`src/rtl/mbss_pkg.sv`:
```
`timescale 1ns / 1ps
// shared types and constants of the masked byte signature scan core
// no dependencies; used by mbss_cell and masked_byte_signature_scan_core
package mbss_pkg;

    // item mode codes
    localparam logic [1:0] MODE_LOAD    = 2'd0;
    localparam logic [1:0] MODE_SCAN    = 2'd1;
    localparam logic [1:0] MODE_RESTART = 2'd2;

    localparam int LEN_REG_W = 6;
    localparam int OFFSET_W  = 32;

    // input word
    typedef struct packed {
        logic [1:0] mode;
        logic [4:0] index;
        logic [7:0] pattern_byte;
        logic       wildcard_req;
        logic [7:0] data_byte;
        logic       end_of_image;
    } scan_word_t;

    // result word
    typedef struct packed {
        logic                found;
        logic [OFFSET_W-1:0] match_offset;
    } result_word_t;

    // control broadcast to every cell of the chain
    typedef struct packed {
        logic       scan_en;
        logic       copy_en;
        logic       shift_en;
        logic [7:0] data_byte;
        logic [7:0] pattern_byte;
        logic       wildcard_req;
    } cell_ctrl_t;

endpackage

```
`src/rtl/mbss_cell.sv`:
```
`timescale 1ns / 1ps
// one cell of the scan chain: a window byte, an aligned window byte and a pattern entry
// depends on mbss_pkg
module mbss_cell (
    input  logic                aclk,
    input  mbss_pkg::cell_ctrl_t ctrl,
    input  logic                load_hit,
    input  logic                is_tail,
    input  logic                in_use,
    input  logic [7:0]          win_in,
    input  logic [7:0]          al_in,
    output logic [7:0]          win_out,
    output logic [7:0]          al_out,
    output logic                hit
);

    logic [7:0] win_reg;
    logic [7:0] win_next;
    logic [7:0] al_reg;
    logic [7:0] al_next;
    logic [7:0] pat_reg;
    logic [7:0] pat_next;
    logic       wild_reg;
    logic       wild_next;
    logic [7:0] al_scan;

    // byte this cell holds after a scan step
    assign al_scan = is_tail ? ctrl.data_byte : al_in;

    // next values of the cell registers
    always_comb begin
        win_next  = win_reg;
        al_next   = al_reg;
        pat_next  = pat_reg;
        wild_next = wild_reg;
        if (ctrl.scan_en) begin
            win_next = win_in;
            al_next  = al_scan;
        end else if (ctrl.copy_en) begin
            al_next = win_reg;
        end else if (ctrl.shift_en) begin
            al_next = al_in;
        end
        if (load_hit) begin
            pat_next  = ctrl.pattern_byte;
            wild_next = ctrl.wildcard_req;
        end
    end

    // payload only, no reset needed
    always_ff @(posedge aclk) begin
        win_reg  <= win_next;
        al_reg   <= al_next;
        pat_reg  <= pat_next;
        wild_reg <= wild_next;
    end

    // match of this position against the byte arriving with the scan
    assign hit     = !in_use || wild_reg || (pat_reg == al_scan);
    assign win_out = win_reg;
    assign al_out  = al_reg;

endmodule

```
`src/rtl/masked_byte_signature_scan_core.sv`:
```
`timescale 1ns / 1ps
// top level of the masked byte signature scan core: cell chain and search control
// depends on mbss_pkg and mbss_cell
//
// Usage: pattern entries are written with load words (mode 0), image bytes are
// streamed with scan words (mode 1) and a restart word (mode 2) begins a new
// search. Every word travels on the s_ channel, results on the m_ channel, and the
// pattern length register on the cfg channel. A scan word that completes the
// first match gives found=1 with the match's start offset; the end-of-image byte
// with no match gives found=0. Later scan words are dropped until a restart.
// Throughput is one word per clock while s_ready is high: each word is settled in
// the cycle it is accepted, since every cell compares its entry with the byte it
// takes in that cycle. A result appears on m_ in the cycle after the scan word
// that caused it. A held result stalls s_ only while m_ready is low; the output
// register then frees in the same cycle it is taken.
// A cfg write realigns the comparison window in a copy state, then a shift state
// for the unused pattern positions (MAX_PATTERN - length); s_ready is low meanwhile.
// Reset clears the search, the length (to 1) and the output; pattern entries are
// undefined until loaded.
module masked_byte_signature_scan_core #(
    parameter int MAX_PATTERN = 32
) (
    input  logic                          aclk,
    input  logic                          aresetn,
    input  logic                          s_valid,
    output logic                          s_ready,
    input  mbss_pkg::scan_word_t          s_data,
    output logic                          m_valid,
    input  logic                          m_ready,
    output mbss_pkg::result_word_t        m_data,
    input  logic                          cfg_valid,
    output logic                          cfg_ready,
    input  logic [mbss_pkg::LEN_REG_W-1:0] cfg_data
);

    localparam int LEN_W = $clog2(MAX_PATTERN + 1);
    localparam int CNT_W = (MAX_PATTERN > 1) ? $clog2(MAX_PATTERN) : 1;
    localparam int OW    = mbss_pkg::OFFSET_W;

    typedef enum logic [1:0] {
        ST_RUN,
        ST_COPY,
        ST_SHIFT
    } state_t;

    state_t                          state_reg;
    state_t                          state_next;
    logic [CNT_W-1:0]                shift_cnt_reg;
    logic [CNT_W-1:0]                shift_cnt_next;
    logic [mbss_pkg::LEN_REG_W-1:0]  plen_reg;
    logic [mbss_pkg::LEN_REG_W-1:0]  plen_next;
    logic [OW-1:0]                   seen_reg;
    logic [OW-1:0]                   seen_next;
    logic                            done_reg;
    logic                            done_next;
    logic                            m_valid_reg;
    logic                            m_valid_next;
    mbss_pkg::result_word_t          m_data_reg;
    mbss_pkg::result_word_t          m_data_next;

    logic                            s_fire;
    logic                            scan_go;
    logic                            load_go;
    logic                            restart_go;
    logic [LEN_W-1:0]                len_use;
    logic [LEN_W-1:0]                base;
    logic [OW-1:0]                   seen_inc;
    logic                            enough;
    logic                            match;
    mbss_pkg::cell_ctrl_t            ctrl;
    logic [7:0]                      win_q [MAX_PATTERN];
    logic [7:0]                      al_q  [MAX_PATTERN];
    logic [MAX_PATTERN-1:0]          hit;

    // length in use: zero reads as one, large values clamp to the chain length
    always_comb begin
        if (plen_reg == '0) begin
            len_use = LEN_W'(1);
        end else if (32'(plen_reg) > 32'(MAX_PATTERN)) begin
            len_use = LEN_W'(MAX_PATTERN);
        end else begin
            len_use = LEN_W'(plen_reg);
        end
        base = LEN_W'(MAX_PATTERN) - len_use;
    end

    // handshakes and item decode
    assign s_ready    = (state_reg == ST_RUN) && (!m_valid_reg || m_ready);
    assign cfg_ready  = 1'b1;
    assign s_fire     = s_valid && s_ready;
    assign load_go    = s_fire && (s_data.mode == mbss_pkg::MODE_LOAD);
    assign restart_go = s_fire && (s_data.mode == mbss_pkg::MODE_RESTART);
    assign scan_go    = s_fire && (s_data.mode == mbss_pkg::MODE_SCAN) && !done_reg;

    // saturating byte count and match decision
    assign seen_inc = (seen_reg == '1) ? seen_reg : seen_reg + OW'(1);
    assign enough   = seen_inc >= OW'(len_use);
    assign match    = enough && (&hit);

    // control broadcast to the chain
    always_comb begin
        ctrl.scan_en      = scan_go;
        ctrl.copy_en      = (state_reg == ST_COPY);
        ctrl.shift_en     = (state_reg == ST_SHIFT);
        ctrl.data_byte    = s_data.data_byte;
        ctrl.pattern_byte = s_data.pattern_byte;
        ctrl.wildcard_req = s_data.wildcard_req;
    end

    // chain of cells, oldest byte at cell 0
    for (genvar k = 0; k < MAX_PATTERN; k++) begin : g_cell
        logic [7:0] win_in;
        logic [7:0] al_in;
        logic       load_hit;
        logic       is_tail;
        logic       in_use;

        if (k == MAX_PATTERN - 1) begin : g_last
            assign win_in = s_data.data_byte;
            assign al_in  = s_data.data_byte;
        end else begin : g_mid
            assign win_in = win_q[k+1];
            assign al_in  = al_q[k+1];
        end

        assign load_hit = load_go && (32'(s_data.index) == k);
        assign is_tail  = (LEN_W'(k) == (len_use - LEN_W'(1)));
        assign in_use   = (LEN_W'(k) < len_use);

        mbss_cell u_cell (
            .aclk     (aclk),
            .ctrl     (ctrl),
            .load_hit (load_hit),
            .is_tail  (is_tail),
            .in_use   (in_use),
            .win_in   (win_in),
            .al_in    (al_in),
            .win_out  (win_q[k]),
            .al_out   (al_q[k]),
            .hit      (hit[k])
        );
    end

    // next state of search control, realign sequencer and output register
    always_comb begin
        state_next     = state_reg;
        shift_cnt_next = shift_cnt_reg;
        plen_next      = plen_reg;
        seen_next      = seen_reg;
        done_next      = done_reg;
        m_valid_next   = m_valid_reg;
        m_data_next    = m_data_reg;

        if (m_valid_reg && m_ready) begin
            m_valid_next = 1'b0;
        end

        case (state_reg)
            ST_COPY: begin
                shift_cnt_next = CNT_W'(base);
                state_next     = (base == '0) ? ST_RUN : ST_SHIFT;
            end
            ST_SHIFT: begin
                shift_cnt_next = shift_cnt_reg - CNT_W'(1);
                if (shift_cnt_reg == CNT_W'(1)) begin
                    state_next = ST_RUN;
                end
            end
            default: begin
            end
        endcase

        if (cfg_valid && cfg_ready) begin
            plen_next  = cfg_data;
            state_next = ST_COPY;
        end

        if (restart_go) begin
            seen_next = '0;
            done_next = 1'b0;
        end

        if (scan_go) begin
            seen_next = seen_inc;
            if (match) begin
                done_next                = 1'b1;
                m_valid_next             = 1'b1;
                m_data_next.found        = 1'b1;
                m_data_next.match_offset = seen_inc - OW'(len_use);
            end else if (s_data.end_of_image) begin
                done_next                = 1'b1;
                m_valid_next             = 1'b1;
                m_data_next.found        = 1'b0;
                m_data_next.match_offset = '0;
            end
        end
    end

    // state and registered outputs
    always_ff @(posedge aclk) begin
        if (!aresetn) begin
            state_reg     <= ST_RUN;
            shift_cnt_reg <= '0;
            plen_reg      <= mbss_pkg::LEN_REG_W'(1);
            seen_reg      <= '0;
            done_reg      <= 1'b0;
            m_valid_reg   <= 1'b0;
        end else begin
            state_reg     <= state_next;
            shift_cnt_reg <= shift_cnt_next;
            plen_reg      <= plen_next;
            seen_reg      <= seen_next;
            done_reg      <= done_next;
            m_valid_reg   <= m_valid_next;
        end
        m_data_reg <= m_data_next;
    end

    assign m_valid = m_valid_reg;
    assign m_data  = m_data_reg;

    // a new result only follows a live scan word
    a_result_from_scan: assert property (@(posedge aclk) disable iff (!aresetn)
        $rose(m_valid_reg) |-> $past(scan_go))
        else $error("result raised without a scan word");

    // no words taken while the window is realigned
    a_stall_realign: assert property (@(posedge aclk) disable iff (!aresetn)
        (state_reg != ST_RUN) |-> !s_ready)
        else $error("input accepted during realign");

    // a held result always belongs to a finished search
    a_done_with_result: assert property (@(posedge aclk) disable iff (!aresetn)
        m_valid_reg |-> done_reg)
        else $error("result pending while search still open");

    // a miss carries a zero offset
    a_miss_zero: assert property (@(posedge aclk) disable iff (!aresetn)
        (m_valid_reg && !m_data_reg.found) |-> (m_data_reg.match_offset == '0))
        else $error("non-zero offset on a miss");

    // a match never starts past the bytes counted so far
    a_offset_bound: assert property (@(posedge aclk) disable iff (!aresetn)
        (m_valid_reg && m_data_reg.found) |-> (m_data_reg.match_offset < seen_reg))
        else $error("match offset beyond byte count");

endmodule

```
`config.mk`:
```
export PLATFORM = sky130hd
export DESIGN_NAME = masked_byte_signature_scan_core
export DESIGN_NICKNAME = d
export VERILOG_FILES = /design/src/rtl/mbss_pkg.sv /design/src/rtl/mbss_cell.sv /design/src/rtl/masked_byte_signature_scan_core.sv
export SDC_FILE = /design/constraint.sdc
export NUM_CORES = 1
export LEC_CHECK = 0
export ABC_AREA = 1
export BUFFER_PORTS_ARGS = -buffer_cell sky130_fd_sc_hd__clkbuf_2
export CAP_MARGIN = 10
export CORE_MARGIN = 3
export CORE_UTILIZATION = 50
export CTS_CLUSTER_DIAMETER = 150
export CTS_CLUSTER_SIZE = 24
export DETAILED_ROUTE_END_ITERATION = 16
export PLACE_DENSITY_LB_ADDON = 0.12
export SYNTH_ARGS = -nofsm -noshare
export SYNTH_HDL_FRONTEND = slang
export SYNTH_SLANG_ARGS = --single-unit
```
`constraint.sdc`:
```
create_clock -name aclk -period 11.4 [get_ports aclk]
set_input_delay 1.71 -clock aclk [delete_from_list [all_inputs] [get_ports aclk]]
set_output_delay 1.71 -clock aclk [all_outputs]
set_load 0.01 [all_outputs]
```
# After elaboration in Yosys (flattened, before gate mapping)
# Index checks and enable logic that the tools add are counted.
# op_classes
add_sub_neg,5
mul,0
div_mod_pow,0
n_lt_le_gt_ge,34
eq_ne,101
n_shift,0
mux,144
n_bitwise,1
n_reduce_logical,155
# ops
cell,n
$mux 8,124
$eq 8x8->1,32
$mux 32,4
$lt 5x6->1 const A,16
$eq 5x6->1 const A,15
$eq 5x5->1 const B,16
$logic_or 1x1->1,65
$eq 4x6->1 const A,8
$lt 4x6->1 const A,8
$eq 5x4->1 const B,8
$logic_and 1x1->1,40
$logic_not 1->1,34
$mux 33,1
$add 32x1->32 const B,1
$eq 32x32->1 const B,1
$ge 32x6->1,1
$reduce_and 32->1,1
$sub 32x6->32,1
$eq 3x6->1 const A,4
$lt 3x6->1 const A,4
$eq 5x3->1 const B,4
$logic_not 6->1,3
$eq 2x6->1 const A,2
$lt 1x6->1 const A,2
24 further kinds,45
# totals
regBits,864
latchBits,0
mem_bits_rw,0
romBits,0
input_bits,36
out_inout_bits,36
wordCells,575
n_memories,0

# Logic depth before layout (Yosys ltp)
# logic_depth
ltp_word,12
ltp_mapped,31
depth_no_buf,29

# Modules after synthesis
# From an unflattened synthesis, not the netlist that was laid out.
# unflattened
hier_cells,5322
hier_area_um2,45621.3
# modules_own_cells
mod,n_inst,cells_per_inst,area_each_um2,seq_area_each_um2
mbss_cell,32,137,1236.2,750.7
masked_byte_signature_scan_core,1,938,6063.3,1931.9

# Worst setup path after synthesis
# Ideal clock, no wire load.
# synth_timing
kind,input -> register
startpoint,input port m_ready
endpoint,"register g_cell[10].u_cell.win_reg[0], enable pin"
setup_time_ns,0.709
arrival_ns,9.826
t_required_ns,10.691
setup_slack_ns,0.865
cell_stages,6
n_path_buf,2
cell_sequence,inv_1 -> a21boi_0 -> nand4_1 -> clkinv_1 -> clkbuf_1 -> clkbuf_1
# synth_via
elab_chain_len,5
# synth_lines
item,line_no,text
"start, declared",masked_byte_signature_scan_core.sv:29,"input logic m_ready,"
$logic_or 1x1->1,masked_byte_signature_scan_core.sv:88,assign s_ready = (state_reg == ST_RUN) && (!m_valid_reg || m_ready);
$logic_and 1x1->1,masked_byte_signature_scan_core.sv:88,
named net s_ready,masked_byte_signature_scan_core.sv:26,"output logic s_ready,"
$logic_and 1x1->1,masked_byte_signature_scan_core.sv:90,assign s_fire = s_valid && s_ready;
$logic_and 1x1->1 (2 in a row),masked_byte_signature_scan_core.sv:93,assign scan_go = s_fire && (s_data.mode == mbss_pkg::MODE_SCAN) && !done_reg;
named net scan_go,masked_byte_signature_scan_core.sv:62,logic scan_go;
"end signal, assigned",mbss_cell.sv:52,win_reg <= win_next;
"end, declared",mbss_cell.sv:17,logic [7:0] win_reg;
# The timed path passes the listed nets, and every way through them passes these cells.
# A chain may end at the register's enable or synchronous reset.

# Worst setup path in the final report
# layout_timing
startpoint,register plen_reg[5] (netlist bit)
endpoint,"register m_data_reg, in the netlist m_data[18], enable pin"
# layout_via
elab_chain_len,12
word_cells_on_any_way,231
cone_classes,add/sub (1); order compare (34); eq/ne (61); mux (33); reduce/logical (102)
# layout_lines
item,line_no,text
"start, declared",masked_byte_signature_scan_core.sv:50,logic [mbss_pkg::LEN_REG_W-1:0] plen_reg;
"start signal, assigned",masked_byte_signature_scan_core.sv:204,plen_reg <= mbss_pkg::LEN_REG_W'(1);
"start signal, assigned",masked_byte_signature_scan_core.sv:211,plen_reg <= plen_next;
$gt 6x6->1,masked_byte_signature_scan_core.sv:79,end else if (32'(plen_reg) > 32'(MAX_PATTERN)) begin
$mux 6,masked_byte_signature_scan_core.sv:79,
$mux 6 *,masked_byte_signature_scan_core.sv:77,if (plen_reg == '0) begin
$sub 6x1->6,n/a,
"$eq 1x6->1, or another cell as far along",masked_byte_signature_scan_core.sv:127,assign is_tail = (LEN_W'(k) == (len_use - LEN_W'(1)));
$mux 8,mbss_cell.sv:28,assign al_scan = is_tail ? ctrl.data_byte : al_in;
$eq 8x8->1,mbss_cell.sv:59,assign hit = !in_use || wild_reg || (pat_reg == al_scan);
$logic_or 1x1->1,mbss_cell.sv:59,
$reduce_and 32->1,masked_byte_signature_scan_core.sv:98,assign match = enough && (&hit);
$logic_and 1x1->1 *,masked_byte_signature_scan_core.sv:98,
$reduce_bool 2->1 (no source line) *,n/a,
$reduce_and 2->1 (no source line) *,n/a,
"end signal, assigned",masked_byte_signature_scan_core.sv:216,m_data_reg <= m_data_next;
"end, declared",masked_byte_signature_scan_core.sv:58,mbss_pkg::result_word_t m_data_reg;
# Mark *: on every way between the ends. The rest lies on a longest branch, timed or not.

==> results by group <==
Global routing
  • Pin count of the biggest net entering global routing: 183
  • First-pass GRT wire length: 185000 µm
  • Total GRT Usage: 27.6%
  • Initial antenna violation count: 9
  • Vias in the first global route: 29700
  • Total grt overflow: 0

Final layout
  • Final nets: 4417
  • Layout fillers: 7418
  • Final core occ: 53.5%
  • Post-route cell area: 0.0448 mm²
  • Area Growth Syn to Fin: 5.90%
  • Layout cell share with drive strength beyond 1: 5.78%
  • Max reg flops: 256

Routing
  • WL per Instance: 22.7 µm
  • Router iterations before antenna repair: 8
  • Vias per Instance: 5.81
  • DR iter-0 viols: 3303
  • Detailed-route DRC error count: 0
  • Antenna-violating nets left: 0
  • Via Count: 32100
  • WL final: 125000 µm

STA
  • Min setup slack post-route: 4.29 ns
  • Total Neg Setup Slack: 0 ns
  • Final hold violation count: 0
  • Period minus WS final: 7.11 ns
  • Worst-Margin Slew: 1.20 ns
  • Max-slew violations: 0
  • Final setup fails: 0
  • RSZ-0062 raised after global routing: no
  • Fmax: 141 MHz
  • Max Clock Skew: 0.0490 ns
  • Fin crit share: 62.3%
  • Rel. slew slack: 19.5%

Pwr
  • Pleak: 17.7 nW
  • Max IR drop VDD: 0.000106 V
  • Pwr dens: 143 mW/mm²

Min path
  • Hold crit path type: reg -> reg
  • Hold Startpoint: g_cell[31].u_cell.win_out[7]$_DFFE_PP_

Clock network
  • Max H-tree Level: 2
  • Setup Fix Bufs, Post-CTS: 0
  • CTS tree: yes
  • Root Buffer: clkbuf_16
  • Cts repair resizes: 0
  • Worst skew pair latency: 0.63 ns
  • CTS Hold Buffers Added: 0
  • CTS buffer count: 41
  • Num Clock Sinks: 864
  • Register clock-pin slew on the reported worst setup and hold paths: 0.11 ns
  • Max Root-Sink Buffers: 3

Critical path
  • Worst EP arrival: 7.40 ns
  • R2R depth: 26
  • FF-to-FF End: m_data[18]$_SDFFCE_PN0P_
  • Crit path capture: m_data[18]$_SDFFCE_PN0P_
  • Peak fanout along the critical path: 39
  • Beginning of the critical path: plen_reg[5]$_SDFFE_PN0P_
  • CP peak stage delay: 0.72 ns
  • Worst R2R Start: plen_reg[5]$_SDFFE_PN0P_
  • Crit path max-delay cell type: nand3_1
  • WP data required: 11.69 ns
  • Critical Path End Type: flip-flop
  • Reg-to-reg setup timing slack: 4.29 ns
  • Worst Setup Path Type: reg -> reg
  • Crit start category: flip-flop
  • Most used cell, CP: nand2_1

Logic synthesis
  • Commonest register cell after synthesis: edfxtp_1
  • Ys Warns: 0
  • Synth area leader: edfxtp_1
  • Share of the synthesized area in the top cell type: 58.0%
  • Most common cell in the netlist: nand2_1
  • Ys async rst share: 0%
  • Post-synth EDFFs: 817
  • Syn Nets: 4449
  • Sequential-to-total area share from yosys stat: 60.2%
  • Synth cell types: 51
  • Synth top area cells: edfxtp_1 (58%), nand2_1 (13%), inv_1 (3.4%), o22ai_1 (3.0%), nand3_1 (2.8%)
  • Most frequent cells after synthesis: nand2_1 (1411), edfxtp_1 (817), inv_1 (387)
  • Syn Area/Cell: 9.63 µm²
  • Synthesized cell area: 0.0423 mm²
  • Syn Inst Count: 4393
  • Synth Register Bits: 864

Placed design
  • IO Port Bufs: 70
  • Placed inst area: 0.0437 mm²
  • GPL Wtd Cong: 0.917
  • Placed wire-length estimate: 79500 µm
  • DP Worst Slack: 4.36 ns

Die
  • Die area: 0.0881 mm²
  • Die Ht: 297 µm
  • Die width: 297 µm
  • Initial Util: 50.6%
  • IO Count: 72
  • Num rows: 106
  • Core area: 0.0837 mm²

Run status
  • Outcome: complete, no violations

Flow run
  • Max cap viols: 0
## per-layer routing
metal | vias to the layer above | routed length, µm | GRT usage [%]
met5 | - | 24 | 0
met4 | 4 | 3930 | 8.00
met3 | 209 | 10800 | 4.63
met2 | 1334 | 58100 | 44.9
met1 | 15400 | 52400 | 38.3
li1 | 15100 | - | -
## worst min path at each step
| stage | slack, ns | cells past startpoint | to |
|---|---|---|---|
| floorplan | 0.43 | 0 | g_cell[30].u_cell.win_out[0]$_DFFE_PP_ |
| global placement | 0.43 | 0 | g_cell[30].u_cell.win_out[1]$_DFFE_PP_ |
| detailed placement | 0.43 | 0 | g_cell[30].u_cell.win_out[7]$_DFFE_PP_ |
| CTS | 0.45 | 0 | g_cell[19].u_cell.win_out[5]$_DFFE_PP_ |
| global route | 0.46 | 0 | g_cell[30].u_cell.win_out[7]$_DFFE_PP_ |
| finish | 0.45 | 0 | g_cell[30].u_cell.win_out[7]$_DFFE_PP_ |
## through the flow
step	hold slack, ns	std cells	total power (W)
2_1_floorplan	0.427	4393	0.00451
3_3_place_gp	0.433	5452	0.00479
3_5_place_dp	0.432	5452	0.00480
4_1_cts	0.453	5511	0.00643
5_1_grt	0.462	5512	0.00667
6_report	0.451	5516	0.00641
## logic make-up (layout without fill, tap and decap cells)
kind of cell             after synthesis  count (layout)  share of synthesized area (%)
AND/OR/NAND/NOR                     2168            2168                           22.5
adder cells (fa/ha/maj)               20              20                          0.609
other                                  1               6                        0.00886
XOR/XNOR                              81              81                           1.72
AO/OA/AOI/OAI                        659             659                           9.35
buffers and inverters                600             584                           5.64
flip-flops                           864             864                           60.2
## worst max-delay path, delay by kind of cell, from the launching register on
kind | cells | cell delay, ns
xor gates and xnor gates | 1 | 0.15
AOI/OAI and AO/OA | 1 | 0.48
buffers and inverters | 5 | 1.81
DFF | 1 | 0.42
and+or+nand+nor | 18 | 3.53
adders and majority gates | 1 | 0.28
## area by class of cell
type | count | area, µm² | area share, %
clock buffer | 57 | 1090 | 2.42
timing repair buffer | 119 | 756 | 1.69
multi-input combinational | 2929 | 14500 | 32.3
antenna | 5 | 12.5 | 0.0279
sequential | 864 | 25500 | 56.9
inverter | 406 | 1550 | 3.46
clock inverter | 2 | 17.5 | 0.0391
tap | 1134 | 1420 | 3.17
## layout by cell type, fill, tap and decap left out, drive strengths merged, types with 2 or more instances in the layout
cell,Yosys,final
nand2,1422,1422
edfxtp,817,817
inv,396,401
nor2,242,242
nand3,241,241
o22ai,204,204
a21oi,153,153
clkbuf,123,127
a31oi,122,122
nand4,105,105
nand3b,103,103
o21ai,101,101
xor2,51,51
buf,71,49
dfxtp,47,47
a22oi,37,37
nor3,36,36
o211ai,30,30
xnor2,30,30
ha,19,19
or2,15,15
clkinv,10,7
a211oi,6,6
diode,0,5
o21bai,3,3
a21boi,2,2
nor4,2,2
## report_power, final
group          total, W  internal, W  switching [W]
sequential      0.00374      0.00365      0.0000849
combinational   0.00102     0.000289       0.000726
clock           0.00166     0.000672       0.000989
Power figures use the tool's default switching activity.
